`config.mk`:
```
export PLATFORM = sky130hd
export DESIGN_NAME = nfc_response_frame_parser
export DESIGN_NICKNAME = d
export VERILOG_FILES = /design/src/hdl/nfcrfp_pkg.sv /design/src/hdl/nfc_response_frame_parser.sv
export VERILOG_INCLUDE_DIRS = /design/src /design/src/hdl
export SDC_FILE = /design/constraint.sdc
export NUM_CORES = 1
export LEC_CHECK = 0
export BUFFER_PORTS_ARGS = -buffer_cell sky130_fd_sc_hd__buf_4
export CORE_ASPECT_RATIO = 0.9
export CORE_MARGIN = 4
export CORE_UTILIZATION = 40
export CTS_CLUSTER_DIAMETER = 60
export DETAILED_ROUTE_END_ITERATION = 6
export SYNTH_ARGS = -nofsm -noshare
export SYNTH_HDL_FRONTEND = slang
export SYNTH_SLANG_ARGS = --single-unit
```
`constraint.sdc`:
```
create_clock -name i_clk -period 5.53 [get_ports i_clk]
set_input_delay 1.106 -clock i_clk [delete_from_list [all_inputs] [get_ports i_clk]]
set_output_delay 1.106 -clock i_clk [all_outputs]
set_load 0.02 [all_outputs]
```
`src/hdl/nfc_response_frame_parser_macros.svh`:
```
// Assertion macros shared by the frame parser RTL.
`ifndef NFC_RESPONSE_FRAME_PARSER_MACROS_SVH
`define NFC_RESPONSE_FRAME_PARSER_MACROS_SVH

// Same-cycle implication, sampled on i_clk, off while i_rst_n is low.
`define NRFP_ASSERT_IMP(lbl, ante, cons, msg) \
    lbl: assert property (@(posedge i_clk) disable iff (!i_rst_n) (ante) |-> (cons)) \
        else $error(msg);

// Next-cycle implication, sampled on i_clk, off while i_rst_n is low.
`define NRFP_ASSERT_NXT(lbl, ante, cons, msg) \
    lbl: assert property (@(posedge i_clk) disable iff (!i_rst_n) (ante) |=> (cons)) \
        else $error(msg);

`endif

```
`src/hdl/nfcrfp_pkg.sv`:
```
// Types and constants of the response frame parser.
package nfcrfp_pkg;

    typedef enum logic [2:0] {
        ST_OK        = 3'd0,
        ST_NOT_READY = 3'd1,
        ST_TIMEOUT   = 3'd2,
        ST_INVALID   = 3'd3,
        ST_NO_SPACE  = 3'd4
    } t_status;

    localparam int unsigned CFG_IDX_W = 8;

    localparam logic [CFG_IDX_W-1:0] CFG_EXP_CMD    = 8'd0;
    localparam logic [CFG_IDX_W-1:0] CFG_CAPACITY   = 8'd1;
    localparam logic [CFG_IDX_W-1:0] CFG_POLL_LIMIT = 8'd2;
    localparam logic [CFG_IDX_W-1:0] CFG_RESP_TFI   = 8'd3;

    localparam logic [7:0] PREAMBLE_BYTE = 8'h00;
    localparam logic [7:0] START_BYTE_1  = 8'h00;
    localparam logic [7:0] START_BYTE_2  = 8'hFF;

    localparam logic [7:0]  RST_EXP_CMD    = 8'd0;
    localparam logic [7:0]  RST_CAPACITY   = 8'd64;
    localparam logic [15:0] RST_POLL_LIMIT = 16'd0;
    localparam logic [7:0]  RST_RESP_TFI   = 8'hD5;

endpackage

```
`src/hdl/nfc_response_frame_parser.sv`:
```
// A result is loaded into the output register at the clock edge of its byte's transfer.
// Throughput: one byte per cycle; a byte is taken while a result waits, as long as
// the output register is free or is emptied in the same cycle.
// Reset (i_rst_n low at a clock edge, synchronous) returns the parser to idle,
// clears counters and the output valid, and loads the register defaults.
`include "nfc_response_frame_parser_macros.svh"

module nfc_response_frame_parser (
    input  logic                           i_clk,
    input  logic                           i_rst_n,
    // configuration write channel
    input  logic                           i_cfg_valid,
    output logic                           o_cfg_ready,
    input  logic [nfcrfp_pkg::CFG_IDX_W-1:0] i_cfg_index,
    input  logic [15:0]                    i_cfg_data,
    // received bytes
    input  logic                           s_axis_tvalid,
    output logic                           s_axis_tready,
    input  logic [7:0]                     s_axis_tdata,  // [7:0] rx_byte
    input  logic [0:0]                     s_axis_tuser,  // [0] read_start
    // results
    output logic                           m_axis_tvalid,
    input  logic                           m_axis_tready,
    output logic [23:0]                    m_axis_tdata,  // [7:0] data_byte,
                                                          // [10:8] status,
                                                          // [18:11] data_count
    output logic [0:0]                     m_axis_tuser   // [0] is_final
);
    import nfcrfp_pkg::*;

    typedef enum logic [3:0] {
        PH_IDLE = 4'd0,
        PH_PRE  = 4'd1,
        PH_SC1  = 4'd2,
        PH_SC2  = 4'd3,
        PH_LEN  = 4'd4,
        PH_LCS  = 4'd5,
        PH_TFI  = 4'd6,
        PH_CMD  = 4'd7,
        PH_DATA = 4'd8,
        PH_DCS  = 4'd9
    } t_phase;

    // configuration
    logic [7:0]  r_exp_cmd;
    logic [7:0]  r_capacity;
    logic [15:0] r_poll_limit;
    logic [7:0]  r_resp_tfi;

    // parser state
    t_phase      r_phase,  n_phase;
    logic [7:0]  r_frame_len, n_frame_len;
    logic [7:0]  r_bytes_left, n_bytes_left;
    logic [7:0]  r_sum, n_sum;
    logic [7:0]  r_delivered, n_delivered;
    logic [15:0] r_poll_cnt, n_poll_cnt;

    // output register
    logic        r_out_valid;
    logic        r_out_final, n_out_final;
    logic [7:0]  r_out_byte, n_out_byte;
    t_status     r_out_status, n_out_status;
    logic [7:0]  r_out_count, n_out_count;
    logic        n_emit;

    logic        in_xfer;
    logic [7:0]  rx_byte;
    logic        read_start;
    logic [15:0] poll_inc;
    logic [7:0]  payload_len;
    logic [7:0]  cmd_reply;

    assign o_cfg_ready   = 1'b1;
    assign s_axis_tready = !r_out_valid || m_axis_tready;
    assign in_xfer       = s_axis_tvalid && s_axis_tready;
    assign rx_byte       = s_axis_tdata;
    assign read_start    = s_axis_tuser[0];

    assign poll_inc    = (r_poll_cnt == 16'hFFFF) ? r_poll_cnt : r_poll_cnt + 16'd1;
    assign payload_len = r_frame_len - 8'd2;
    assign cmd_reply   = r_exp_cmd + 8'd1;

    assign m_axis_tvalid = r_out_valid;
    assign m_axis_tuser  = r_out_final;
    assign m_axis_tdata  = {5'd0, r_out_count, r_out_status, r_out_byte};

    always_comb begin
        n_phase      = r_phase;
        n_frame_len  = r_frame_len;
        n_bytes_left = r_bytes_left;
        n_sum        = r_sum;
        n_delivered  = r_delivered;
        n_poll_cnt   = r_poll_cnt;
        n_emit       = 1'b0;
        n_out_final  = 1'b1;
        n_out_byte   = 8'd0;
        n_out_status = ST_OK;
        n_out_count  = 8'd0;

        if (read_start) begin
            if (!rx_byte[0]) begin
                // reader busy: count the poll, close the read
                n_phase = PH_IDLE;
                n_emit  = 1'b1;
                if (r_poll_limit != 16'd0 && poll_inc > r_poll_limit) begin
                    n_poll_cnt   = 16'd0;
                    n_out_status = ST_TIMEOUT;
                end else begin
                    n_poll_cnt   = poll_inc;
                    n_out_status = ST_NOT_READY;
                end
            end else begin
                n_poll_cnt   = 16'd0;
                n_phase      = PH_PRE;
                n_frame_len  = 8'd0;
                n_bytes_left = 8'd0;
                n_sum        = 8'd0;
                n_delivered  = 8'd0;
            end
        end else begin
            case (r_phase)
                PH_PRE: begin
                    if (rx_byte != PREAMBLE_BYTE) begin
                        n_phase = PH_IDLE; n_emit = 1'b1; n_out_status = ST_INVALID;
                    end else begin
                        n_phase = PH_SC1;
                    end
                end
                PH_SC1: begin
                    if (rx_byte != START_BYTE_1) begin
                        n_phase = PH_IDLE; n_emit = 1'b1; n_out_status = ST_INVALID;
                    end else begin
                        n_phase = PH_SC2;
                    end
                end
                PH_SC2: begin
                    if (rx_byte != START_BYTE_2) begin
                        n_phase = PH_IDLE; n_emit = 1'b1; n_out_status = ST_INVALID;
                    end else begin
                        n_phase = PH_LEN;
                    end
                end
                PH_LEN: begin
                    n_frame_len = rx_byte;
                    n_phase     = PH_LCS;
                end
                PH_LCS: begin
                    if (r_frame_len + rx_byte != 8'd0) begin
                        n_phase = PH_IDLE; n_emit = 1'b1; n_out_status = ST_INVALID;
                    end else begin
                        n_phase = PH_TFI;
                    end
                end
                PH_TFI: begin
                    if (rx_byte != r_resp_tfi) begin
                        n_phase = PH_IDLE; n_emit = 1'b1; n_out_status = ST_INVALID;
                    end else begin
                        n_sum   = rx_byte;
                        n_phase = PH_CMD;
                    end
                end
                PH_CMD: begin
                    if (rx_byte != cmd_reply) begin
                        n_phase = PH_IDLE; n_emit = 1'b1; n_out_status = ST_INVALID;
                    end else if (r_frame_len < 8'd2 || payload_len > r_capacity) begin
                        n_phase = PH_IDLE; n_emit = 1'b1; n_out_status = ST_NO_SPACE;
                    end else begin
                        n_sum        = r_sum + rx_byte;
                        n_bytes_left = payload_len;
                        n_delivered  = 8'd0;
                        n_phase      = (payload_len == 8'd0) ? PH_DCS : PH_DATA;
                    end
                end
                PH_DATA: begin
                    n_sum        = r_sum + rx_byte;
                    n_delivered  = r_delivered + 8'd1;
                    n_bytes_left = r_bytes_left - 8'd1;
                    if (r_bytes_left == 8'd1) begin
                        n_phase = PH_DCS;
                    end
                    n_emit      = 1'b1;
                    n_out_final = 1'b0;
                    n_out_byte  = rx_byte;
                    n_out_count = r_delivered + 8'd1;
                end
                PH_DCS: begin
                    n_phase = PH_IDLE;
                    n_emit  = 1'b1;
                    if (r_sum + rx_byte != 8'd0) begin
                        n_out_status = ST_INVALID;
                    end else begin
                        n_out_count = r_delivered;
                    end
                end
                default: begin
                    // stray byte outside a read: drop
                    n_phase = PH_IDLE;
                end
            endcase
        end
    end

    always_ff @(posedge i_clk) begin
        if (!i_rst_n) begin
            r_exp_cmd    <= RST_EXP_CMD;
            r_capacity   <= RST_CAPACITY;
            r_poll_limit <= RST_POLL_LIMIT;
            r_resp_tfi   <= RST_RESP_TFI;
        end else if (i_cfg_valid) begin
            case (i_cfg_index)
                CFG_EXP_CMD:    r_exp_cmd    <= i_cfg_data[7:0];
                CFG_CAPACITY:   r_capacity   <= i_cfg_data[7:0];
                CFG_POLL_LIMIT: r_poll_limit <= i_cfg_data;
                CFG_RESP_TFI:   r_resp_tfi   <= i_cfg_data[7:0];
                default: ;
            endcase
        end
    end

    always_ff @(posedge i_clk) begin
        if (!i_rst_n) begin
            r_phase      <= PH_IDLE;
            r_frame_len  <= 8'd0;
            r_bytes_left <= 8'd0;
            r_sum        <= 8'd0;
            r_delivered  <= 8'd0;
            r_poll_cnt   <= 16'd0;
            r_out_valid  <= 1'b0;
        end else begin
            if (in_xfer) begin
                r_phase      <= n_phase;
                r_frame_len  <= n_frame_len;
                r_bytes_left <= n_bytes_left;
                r_sum        <= n_sum;
                r_delivered  <= n_delivered;
                r_poll_cnt   <= n_poll_cnt;
            end
            if (in_xfer && n_emit) begin
                r_out_valid <= 1'b1;
            end else if (m_axis_tready) begin
                r_out_valid <= 1'b0;
            end
        end
    end

    // payload of the output register: load on a transfer that yields a result
    always_ff @(posedge i_clk) begin
        if (in_xfer && n_emit) begin
            r_out_final  <= n_out_final;
            r_out_byte   <= n_out_byte;
            r_out_status <= n_out_status;
            r_out_count  <= n_out_count;
        end
    end

    `NRFP_ASSERT_IMP(a_data_ok, r_out_valid && !r_out_final, r_out_status == ST_OK, "data result with non-ok status")
    `NRFP_ASSERT_IMP(a_fail_cnt, r_out_valid && r_out_status != ST_OK, r_out_count == 8'd0, "failed result carries a count")
    `NRFP_ASSERT_IMP(a_dcs_empty, r_phase == PH_DCS, r_bytes_left == 8'd0, "checksum phase with bytes left")
    `NRFP_ASSERT_NXT(a_ready_open, in_xfer && read_start && rx_byte[0], r_phase == PH_PRE, "ready status did not open a frame")

endmodule

```
# Yosys cells after proc, flatten, opt, wreduce, memory -nomap -nowiden
# Cells that the tools add are included.
word_totals:
  word_cells: 132
  out_inout_bits: 28
  regBits: 113
  input_bits: 38
classes:
  n_bitwise: 1
  n_reduce_logical: 28
  n_mux: 56
  magnitude_cmp: 3
  n_addsub: 7
  n_eq_ne: 22
ops:
  columns: ["op", "n"]
  rows:
  - ["$mux 8", 14]
  - ["$mux 16", 3]
  - ["$pmux 8 s2", 3]
  - ["$pmux 4 s8", 1]
  - ["$pmux 8 s3", 1]
  - ["$reduce_bool 8->1", 3]
  - ["$mux 2", 9]
  - ["$mux 3", 6]
  - ["$pmux 3 s6", 1]
  - ["$add 16x1->16 const B", 1]
  - ["$add 8x1->8 const B", 2]
  - ["$add 8x8->8", 2]
  - ["$eq 16x16->1 const B", 1]
  - ["$eq 4x3->1 const B", 4]
  - ["$eq 8x1->1 const B", 2]
  - ["$eq 8x2->1 const B", 2]
  - ["$gt 16x16->1", 1]
  - ["$logic_not 8->1", 2]
  - ["$mux 4", 4]
  - ["$ne 8x8->1", 2]
  - ["$reduce_bool 16->1", 1]
  - ["$mux 1", 13]
  - ["$ne 3x3->1 const B", 4]
  - ["$reduce_and 2->1", 6]
  - ["21 further kinds", 29]

# Longest topological paths before layout
# Gate-level depths: netlist of the first run.
depth:
  depth_word: 9
  mapped_depth: 17
  depth_no_buf: 14

# Least setup slack after synthesis of the first run
# No wires, ideal clock.
synth_path:
  kind: "input -> register"
  start: "input port s_axis_tdata[0]"
  end: "register r_out_final, in the netlist m_axis_tuser (enable)"
  n_path_buf: 0
  cell_stages: 9
  path_slack_ns: 1.083
  required_time_ns: 5.108
  t_arrival_ns: 4.025
  setup_ns: 0.422
  cell_sequence: "ha_1 -> fa_1 -> a211oi_1 -> nor2_1 -> nand2_1 -> a31oi_1 -> a311oi_1 -> nor3_1 -> nor3_1"
synth_between:
  elab_chain_cells: 6
  word_cells_on_any_way: 15
  classes_between: "1 x add/sub; 3 x eq/ne; 8 x mux; 3 x reduce/logical"
synth_rtl:
  columns: ["element", "line", "source"]
  rows:
  - ["start: declaration", "nfc_response_frame_parser.sv:19", "input logic [7:0] s_axis_tdata,"]
  - ["$add 8x8->8", "nfc_response_frame_parser.sv:148", "if (r_frame_len + rx_byte != 8'd0) begin"]
  - ["$reduce_bool 8->1", "nfc_response_frame_parser.sv:148", null]
  - ["$mux 1", "nfc_response_frame_parser.sv:148", null]
  - ["$pmux 1 s6", "nfc_response_frame_parser.sv:121", "case (r_phase)"]
  - ["$mux 1 *", "nfc_response_frame_parser.sv:100", "if (read_start) begin"]
  - ["$logic_and 1x1->1 *", "nfc_response_frame_parser.sv:248", "if (in_xfer && n_emit) begin"]
  - ["end signal: assignment", "nfc_response_frame_parser.sv:249", "r_out_final <= n_out_final;"]
  - ["end: declaration", "nfc_response_frame_parser.sv:60", "logic r_out_final, n_out_final;"]
# Every way passes the cells marked *; elsewhere a longest branch is shown, timed or not.
# A chain may end at the register's enable or synchronous reset.

# Final worst setup path of the first run
layout_path:
  start: "register r_poll_cnt[0]"
  end: "register r_poll_cnt[2]"
layout_between:
  elab_chain_cells: 6
  word_cells_on_any_way: 7
  classes_between: "1 x add/sub; 1 x order compare; 1 x eq/ne; 3 x mux; 1 x reduce/logical"
layout_rtl:
  columns: ["element", "line", "source"]
  rows:
  - ["start: declaration", "nfc_response_frame_parser.sv:56", "logic [15:0] r_poll_cnt, n_poll_cnt;"]
  - ["start signal: assignment", "nfc_response_frame_parser.sv:236", "r_poll_cnt <= n_poll_cnt;"]
  - ["$add 16x1->16 / $eq 16x16->1 (equally long branches)", "nfc_response_frame_parser.sv:79", "assign poll_inc = (r_poll_cnt == 16'hFFFF) ? r_poll_cnt : r_poll_cnt + 16'd1;"]
  - ["$mux 16 *", "nfc_response_frame_parser.sv:79", null]
  - ["$gt 16x16->1", "nfc_response_frame_parser.sv:105", "if (r_poll_limit != 16'd0 && poll_inc > r_poll_limit) begin"]
  - ["$logic_and 1x1->1", "nfc_response_frame_parser.sv:105", null]
  - ["$mux 16 *", "nfc_response_frame_parser.sv:105", null]
  - ["$mux 16 *", "nfc_response_frame_parser.sv:101", "if (!rx_byte[0]) begin"]
# Marks and branches as above.

==> flow_summary.ini, run 1 <==
[clocking]
hold_buffers = 0
cts_tree = built
cts_buffer_depth = 2
cts_setup_buffers = 0
clk_latency_ns = 0.43
root_buffer = clkbuf_16
ctsResizeCount = 0
cts.sinks = 113
htree_levels = 4
path_clk_slew_ns = 0.06
numCtsBuffers = 17

[synth]
synth_seq_cells = 113
yosysWarnings = 0
ys_seq_area_share_pct = 33.04
synth_cell_type_count = 72
yosysTopAreaCell = dfxtp_1
synthTopCellsByArea = dfxtp_1 (25%), edfxtp_1 (8.1%), mux2i_1 (7.7%)
yosysMostFrequentCell = dfxtp_1
synthArstFlopShare_pct = 0
synthCells = 888
synth_edf_count = 20
netlist_area_sq_um = 7452
yosys-top-cells-count = dfxtp_1 (93), nand2_1 (89), nor2_1 (81)
yosysTopAreaCellShare_pct = 24.98
syn_avg_cell_area_sq_um = 8.392
synth_ff_type = dfxtp_1

[min_path]
holdPathEnd = r_sum[5]$_SDFFE_PN0P_
hold_path_startpoint = r_sum[5]$_SDFFE_PN0P_
hold_depth = 2
hp-class = register to register

[power_and_ir_drop]
p_leak_uw = 0.003612
swShare_pct = 24.21
finalPower_uw = 2315
ir_drop_mv = 0.2016
p_per_area_nw_per_um2 = 266.2
p_int_uw = 1755
p_sw_uw = 560.5
clkPwrFrac_pct = 51.9
p_comb_share_pct = 10.7
pwr-share-seq_pct = 37.4

[floorplanning]
rows = 47
core_region_area_sq_um = 18350
die_width_microns = 151.9
start_util_pct = 40.62
die_h_microns = 137.5
io_pins = 66
die_area_sq_um = 20880

[routing]
viasPerCell = 5.548
first_iter_violations = 465
ant_nets = 0
vias = 6585
drt-total-wl_microns = 19650
drc = 0
firstDrtPassIters = 5
wl_per_cell_microns = 16.56

[grt]
antenna_found_initial = 0
grt_max_degree = 50
grt_pass1_wl_microns = 32390
grt_pass1_vias = 6183
grt_use_total_pct = 19.17
gr-total-overflow = 0

[critical_path]
crit_buf_inv = 0
critPathSlowestCell = o2111ai_1
worst_r2r_path_depth = 14
critPathMaxStageDelay_ns = 0.71
crit_required_ns = 5.85
worstPathCellList = ha_1 -> and3_1 -> nand3_1 -> nand2_1 -> nor2_1 -> xor2_1 -> ha_1 -> nand3_1 -> nor4_1 -> o31ai_1 -> o211a_1 -> o2111ai_1 -> o21ai_0 -> a21o_1
start_kind = register
crit_arrival_ns = 4.34
r2r_end = r_poll_cnt[2]$_SDFFE_PN0P_
cp-end-kind = register
critPathTopFamily = compound AO/OA/AOI/OAI gates
worstSetupPathType = register to register
crit_fanout = 11
r2r_slack_ns = 1.51
r2r-start = r_poll_cnt[0]$_SDFFE_PN0P_

[sta]
min_period_over_period_pct = 72.67
max_freq_ghz = 0.2489
whs_ns = 0.4731
slew_headroom_pct = 32.57
rsz0062_at_grt = false
finalSetupViolCount = 0
finalClockSkew_ns = 0.009896
setup_tns_ns = 0
worst_slew_pin_slew_ns = 1.008
hold_viol_final = 0
drv_slew = 0
min_period_ns = 4.018

[final_layout]
nNetsFinal = 1013
instances_no_fill = 1187
drive_above_1_share_pct = 12.31
antennaDiodeCount = 0
syn_to_final_growth_pct = 16.72

[run_status]
outcome = finished, final reports clean

[job]
max_cap_viol_count = 0

[place]
place_hpwl_microns = 14080
io_buffer_count = 59
dp_cells = 1155
gp_congestion = 0.8647
-- cell usage in the layout, fill, tap and decap left out, drive strengths merged, types with 20 or more instances in the layout --
cell type,Yosys,final
dfxtp,93,93
nand2,89,89
nor2,82,82
buf,10,64
a21oi,60,60
mux2i,57,57
ha,44,44
inv,42,44
o21ai,31,31
xnor2,28,28
clkbuf,36,25
nor3,24,24
and3,23,23
nand3,23,23
nand4,20,20
nand2b,20,20
edfxtp,20,20
-- how the worst max path moves through the flow --
| stage | slack [ns] | end | cells past startpoint | startpoint |
|---|---|---|---|---|
| after floorplan | 1.08 | m_axis_tuser$_SDFFCE_PP1P_ | 9 | s_axis_tdata[0] |
| after detailed placement | 1.59 | r_poll_cnt[6]$_SDFFE_PN0P_ | 14 | r_poll_cnt[0]$_SDFFE_PN0P_ |
| after global placement | 1.64 | r_poll_cnt[6]$_SDFFE_PN0P_ | 14 | r_poll_cnt[0]$_SDFFE_PN0P_ |
| after global routing | 1.09 | r_poll_cnt[2]$_SDFFE_PN0P_ | 14 | r_poll_cnt[3]$_SDFFE_PN0P_ |
| final | 1.51 | r_poll_cnt[2]$_SDFFE_PN0P_ | 14 | r_poll_cnt[0]$_SDFFE_PN0P_ |
| after CTS | 1.54 | r_poll_cnt[2]$_SDFFE_PN0P_ | 14 | r_poll_cnt[0]$_SDFFE_PN0P_ |
-- power by group through the flow --
stage	sequential [uW]	clock, uW	combinational, uW
after floorplan	883	0	166
after global routing	868	1260	278
after CTS	866	1220	247
after detailed placement	883	0	246
after global placement	882	0	247
final	866	1200	248
-- area by class of cell --
cell class              count  area, sq um
clock buffers              25        536.8
clock inverters             7        115.1
flip-flops and latches    113         2462
fillers                  1800         9649
repair buffers             64        480.5
inverters                  42        157.7
well taps                 245        306.5
multi-input cells         691         4639
-- metal layers --
metal  wire length (microns)  share of wire [%]  global-route usage, %  vias up
met4                     195               0.99                  5.442        0
li1                        -                  -                      -     3291
met3                    1292                6.6                  4.114       22
met1                    9515                 48                  26.61     3060
met2                    8647                 44                  30.28      212
met5                       0                  0                      0        -
-- through the flow --
stage               util, %  cell area [sq um]  setup slack (ns)
global route          47.41               8698             1.085
CTS                   47.41               8698             1.541
detailed placement    43.86               8046             1.589
floorplan                 -               7467             1.083
finish                47.41               8698             1.512
global placement      43.86               8046             1.639
-- worst register-to-register path, stage by stage (launching register included) --
cell and delay (ns):
dfxtp_1 0.45, ha_1 0.26, and3_1 0.25, nand3_1 0.34
nand2_1 0.30, nor2_1 0.09, xor2_1 0.15, ha_1 0.30
nand3_1 0.08, nor4_1 0.26, o31ai_1 0.13, o211a_1 0.19
o2111ai_1 0.71, o21ai_0 0.19, a21o_1 0.21
-- registers in the layout (all words and copies together), names as in the netlist --
signal / count
r_capacity: 8
r_out_count: 8
r_phase: 4
r_out_status: 3
r_poll_limit: 16
r_poll_cnt: 16
m_axis_tuser: 1
r_sum: 8
r_resp_tfi: 8
m_axis_tvalid: 1
r_exp_cmd: 8
r_out_byte: 8
r_delivered: 8
r_bytes_left: 8
r_frame_len: 8
-- cell families (layout without fill, tap and decap cells) --
family          count (synthesis)  count (layout)  share of synthesized area [%]
other cells                     2               6                         0.1008
simple gates                  354             354                          24.33
mux                            58              58                          7.807
xor+xnor                       44              44                          5.272
fa+ha+maj                      46              46                          7.925
flops                         113             113                          33.04
compound gates                183             183                          16.55
buf+inv                        88             138                          4.970
(Power assumes the default switching activity.)
==> run 2, diff against run 1 <==
- clock period: 5.53 -> 3.82 ns (I/O delays scaled with it)
==> run 2 against run 1 <==
  * Utilization rose by 0.17 points
  * Sequential share of layout area shrank 0.10 points
  * Setup slack lost 1.2 ns
  * Maximum frequency is 15% higher
  * Critical endpoint is now r_bytes_left[7]$_SDFFE_PN0P_
  * Final cell count grew 1.0%
  * Clock skew shrank 0.0020 ns
==> flow_summary.ini, run 2 (synthesis results as in run 1) <==
[critical_path]
worst_r2r_path_depth = 12
critPathSlowestCell = or3_1
crit_buf_inv = 0
worstPathCellList = or3_1 -> or2_2 -> nor2_1 -> xor2_1 -> ha_1 -> nand4_1 -> nor2_1 -> nor3_1 -> or3_1 -> o31a_1 -> nor2_4 -> mux2i_1
crit_fanout = 14
critPathTopFamily = simple AND/OR/NAND/NOR gates
cp-end-kind = register
worstSetupPathType = register to register
crit_arrival_ns = 3.84
cp.depth = 12
start_kind = register
crit_required_ns = 4.16
critPathMaxStageDelay_ns = 0.48

[clocking]
cts_buffer_depth = 2
hold_buffers = 0
cts_setup_buffers = 0
cts_tree = built
path_clk_slew_ns = 0.05
ctsResizeCount = 0
clk_latency_ns = 0.42
cts.sinks = 113
htree_levels = 4
numCtsBuffers = 17
root_buffer = clkbuf_16

[routing]
viasPerCell = 5.545
vias = 6649
wl_per_cell_microns = 16.38
drt-total-wl_microns = 19640
first_iter_violations = 525
firstDrtPassIters = 5
ant_nets = 0
drc = 0

[floorplanning]
core_region_area_sq_um = 18350
die_area_sq_um = 20880
start_util_pct = 40.62
rows = 47
io_pins = 66
die_width_microns = 151.9
die_h_microns = 137.5

[grt]
grt_use_total_pct = 19.08
antenna_found_initial = 0
gr-total-overflow = 0
grt_max_degree = 51
grt_pass1_vias = 6227
grt_pass1_wl_microns = 32520

[final_layout]
design_area_sq_um = 8730
final_common_cell = dfxtp_1
drive_above_1_share_pct = 13.21
syn_to_final_growth_pct = 17.14
top_regs = r_poll_cnt (16), r_poll_limit (16)
final_cell_mix = dfxtp_1 (93), nand2_1 (89), nor2_1 (81)
nNetsFinal = 1025
antennaDiodeCount = 0

[sta]
worst_slew_pin_slew_ns = 0.7771
setup_tns_ns = 0
finalSetupViolCount = 0
rsz0062_at_grt = false
drv_slew = 0
max_freq_ghz = 0.2861
slew_headroom_pct = 48.00
finalClockSkew_ns = 0.007927
min_period_ns = 3.495
min_period_over_period_pct = 91.49
hold_viol_final = 0

[place]
place_hpwl_microns = 14170
io_buffer_count = 59
place_area_sq_um = 8137
gp_congestion = 0.8498

[min_path]
hold_depth = 2
hp-class = register to register

[power_and_ir_drop]
ir_drop_mv = 0.2950
p_leak_uw = 0.003634
p_per_area_nw_per_um2 = 369.0

[job]
max_cap_viol_count = 0

[run_status]
outcome = finished, final reports clean
## run 2: cell types whose count changed in the layout (fill, tap and decap cells not counted), moves of 2 or more
cell	previous run	this run
clkbuf_1	1	3
clkinvlp_4	0	2
clkinv_2	2	4
buf_4	64	76
clkbuf_8	6	2
## run 2: through the flow
stage          total power (uW)  std cells  util [%]  worst slack [ns]  hold WS [ns]
2_1_floorplan              1519        892         -            0.2975        0.4356
5_1_grt                    3351       1199     47.58           0.06747        0.4881
6_report                   3221       1199     47.58            0.3251        0.4838
3_5_place_dp               1648       1167     44.35            0.2966        0.4711
3_3_place_gp               1644       1167     44.35            0.3259        0.4652
4_1_cts                    3244       1199     47.58            0.3184        0.4785
## run 2: per-layer routing
layer / wire, microns / GRT usage (%) / share of wire, %
met3: 1041 / 3.832 / 5.3
met4: 297 / 5.691 / 1.5
met1: 9808 / 27.08 / 50
met2: 8494 / 29.44 / 43
met5: 0 / 0 / 0
## run 2: tightest hold or removal path, stage by stage, from the launching register on
cell and delay (ns):
dfxtp_1 0.33, nand2_1 0.06, a21oi_1 0.05
## run 2: final timing paths
kind                                                  start                           end  slack, ns
worst max register to register  r_frame_len[3]$_SDFFE_PN0P_  r_bytes_left[7]$_SDFFE_PN0P_       0.33
worst min register to register        r_sum[5]$_SDFFE_PN0P_         r_sum[5]$_SDFFE_PN0P_       0.48
worst max-delay path            r_frame_len[3]$_SDFFE_PN0P_  r_bytes_left[7]$_SDFFE_PN0P_       0.33
worst min-delay path                  r_sum[5]$_SDFFE_PN0P_         r_sum[5]$_SDFFE_PN0P_       0.48
## run 2: where the power goes
part / total, uW / switching, uW / internal [uW]
sequential: 1250 / 17.2 / 1230
combinational: 379 / 228 / 151
clock: 1590 / 566 / 1030
## run 2: layout make-up
| class | count | area [sq um] |
|---|---|---|
| clock buffer | 23 | 489.2 |
| clock inverter | 9 | 103.9 |
| inverter | 42 | 157.7 |
| sequential | 113 | 2462 |
| timing repair buffer | 76 | 570.5 |
| tap | 245 | 306.5 |
| fill | 1822 | 9618 |
| multi-input combinational | 691 | 4639 |
==> run 3, diff against run 2 <==
--- a/config.mk
+++ b/config.mk
@@ -12,3 +12,3 @@
 export CORE_UTILIZATION = 40
-export CTS_CLUSTER_DIAMETER = 60
+export CTS_CLUSTER_DIAMETER = 50
 export DETAILED_ROUTE_END_ITERATION = 6
==> constraint.sdc (replaced) <==
create_clock -name i_clk -period 3.82 [get_ports i_clk]
set_input_delay 0.191 -clock i_clk [delete_from_list [all_inputs] [get_ports i_clk]]
set_output_delay 0.191 -clock i_clk [all_outputs]
set_load 0.02 [all_outputs]
==> run 3 against run 2 <==
  * Clock skew hardly changed
  * Critical path type unchanged
  * Final cell count increased by 0.33%
  * Setup slack gained 0.047 ns
  * Final area rose by 1.2%
  * Combinational power is essentially flat
  * Sequential power about the same
  * Global-route usage shrank 0.18 points
==> flow_summary.ini, run 3 (synthesis results as in run 1) <==
[run_status]
outcome = finished, final reports clean

[sta]
finalSetupViolCount = 0
min_period_ns = 3.448
slew_headroom_pct = 51.21
setup_tns_ns = 0
rsz0062_at_grt = false
finalClockSkew_ns = 0.008324
hold_viol_final = 0
max_freq_ghz = 0.2900
drv_slew = 0
whs_ns = 0.02473
setup_slack_ns = 0.3720
min_period_over_period_pct = 90.26
worst_slew_pin_slew_ns = 0.7291

[routing]
firstDrtPassIters = 5
drt-total-wl_microns = 19200
ant_nets = 0
wl_per_cell_microns = 15.96
drc = 0
first_iter_violations = 416
vias = 6610
viasPerCell = 5.495

[power_and_ir_drop]
p_comb_share_pct = 11.3
swShare_pct = 23.99
p_leak_uw = 0.003671
clkPwrFrac_pct = 51.4
pwr-share-seq_pct = 37.3
p_sw_uw = 801.9
ir_drop_mv = 0.2661
p_per_area_nw_per_um2 = 378.5
p_int_uw = 2541

[job]
max_cap_viol_count = 0

[place]
place_hpwl_microns = 13820
io_buffer_count = 59
place_ws_ns = 0.3556
gp_congestion = 0.8487

[grt]
antenna_found_initial = 0
grt_pass1_wl_microns = 32090
gr-total-overflow = 0
grt_pass1_vias = 6200
grt_max_degree = 50
grt_use_total_pct = 18.89

[final_layout]
final_common_cell = dfxtp_1
top_regs = r_poll_cnt (16), r_poll_limit (16)
nNetsFinal = 1029
final_cell_mix = dfxtp_1 (93), nand2_1 (89), nor2_1 (81)
syn_to_final_growth_pct = 18.50
drive_above_1_share_pct = 12.94
antennaDiodeCount = 0

[clocking]
numCtsBuffers = 17
root_buffer = clkbuf_16
clk_latency_ns = 0.42
path_clk_slew_ns = 0.05
cts_tree = built
htree_levels = 4
cts_buffer_depth = 2
cts.sinks = 113

[critical_path]
crit_path_frequent_cell = nor3_1
critPathMaxStageDelay_ns = 0.44
worstPathCellList = or3_1 -> or2_2 -> nor2_1 -> xor2_1 -> ha_1 -> nand4_1 -> nor2_1 -> nor3_1 -> nor3_1 -> a21oi_1 -> nor3_1 -> nor3_2 -> buf_4
crit_arrival_ns = 3.60
cp-end-kind = register
worstSetupPathType = register to register
crit_required_ns = 3.98
critPathSlowestCell = nor3_1
crit_fanout = 20
start_kind = register

[floorplanning]
start_util_pct = 40.62
die_width_microns = 151.9
die_area_sq_um = 20880
core_region_area_sq_um = 18350
rows = 47
io_pins = 66
die_h_microns = 137.5

[min_path]
hp-class = input pin to register
[run 3: changes by cell type in the layout (fill, tap and decap cells not counted)]
cell / delta
clkbuf_8: +2
clkbuf_16: -1
buf_4: -4
clkbuf_1: -1
clkinv_2: -2
clkinv_4: -1
inv_4: +1
o31ai_1: -1
dlygate4sd3_1: +8
o31ai_2: +1
bufinv_16: +2
[run 3: path summary, 6_finish.rpt]
check / start / to / slack [ns] / cells after the start
setup / recovery: r_frame_len[3]$_SDFFE_PN0P_ / r_out_count[2]$_SDFFCE_PP0P_ / 0.37 / 13
hold / removal: i_cfg_data[7] / r_resp_tfi[7]$_SDFFE_PN1P_ / 0.02 / 3
setup reg to reg: r_frame_len[3]$_SDFFE_PN0P_ / r_out_count[2]$_SDFFCE_PP0P_ / 0.37 / 13
hold reg to reg: r_sum[5]$_SDFFE_PN0P_ / r_sum[5]$_SDFFE_PN0P_ / 0.47 / 2
[run 3: critical path, delay by kind of cell, from the launching register on]
family | cells | cell delay [ns]
AOI/OAI and AO/OA | 1 | 0.15
xor gates and xnor gates | 1 | 0.24
buffers and inverters | 1 | 0.23
DFF | 1 | 0.36
adders and majority gates | 1 | 0.20
and+or+nand+nor | 9 | 1.99
[run 3: through the flow]
| stage | power [uW] | utilization, % | std cells | instance area [sq um] |
|---|---|---|---|---|
| floorplan | 1519 | - | 892 | 7472 |
| global placement | 1641 | 44.18 | 1163 | 8107 |
| detailed placement | 1640 | 44.18 | 1163 | 8107 |
| CTS | 3373 | 48.10 | 1203 | 8826 |
| global route | 3482 | 48.13 | 1203 | 8831 |
| finish | 3343 | 48.13 | 1203 | 8831 |
[run 3: repair_timing]
item,CTS,global route
endpoints found under the setup margin,0,2
hold buffers,8,0
hold endpoints to repair,8,0
setup buffers,0,0
gates resized for setup,0,1
[run 3: area by class of cell]
| class | instances | area [sq um] |
|---|---|---|
| Clock inverter | 9 | 151.4 |
| Inverter | 42 | 157.7 |
| Tap cell | 245 | 306.5 |
| Multi-Input combinational cell | 691 | 4644 |
| Fill cell | 1765 | 9517 |
| Timing Repair Buffer | 80 | 620.6 |
| Sequential cell | 113 | 2462 |
| Clock buffer | 23 | 488.0 |
[run 3: power groups by stage]
stage	clock (uW)	combinational [uW]	sequential (uW)
final	1720	378	1250
after global placement	0	371	1270
after global routing	1810	423	1250
after detailed placement	0	369	1270
after CTS	1750	378	1250
after floorplan	0	241	1280
[run 3: per-layer routing]
| metal | GRT usage (%) | routed length (microns) | vias to the layer above |
|---|---|---|---|
| li1 | - | - | 3325 |
| met4 | 5.941 | 227 | 0 |
| met3 | 4.491 | 1130 | 18 |
| met5 | 0 | 0 | - |
| met1 | 26.96 | 9549 | 3089 |
| met2 | 28.31 | 8295 | 178 |
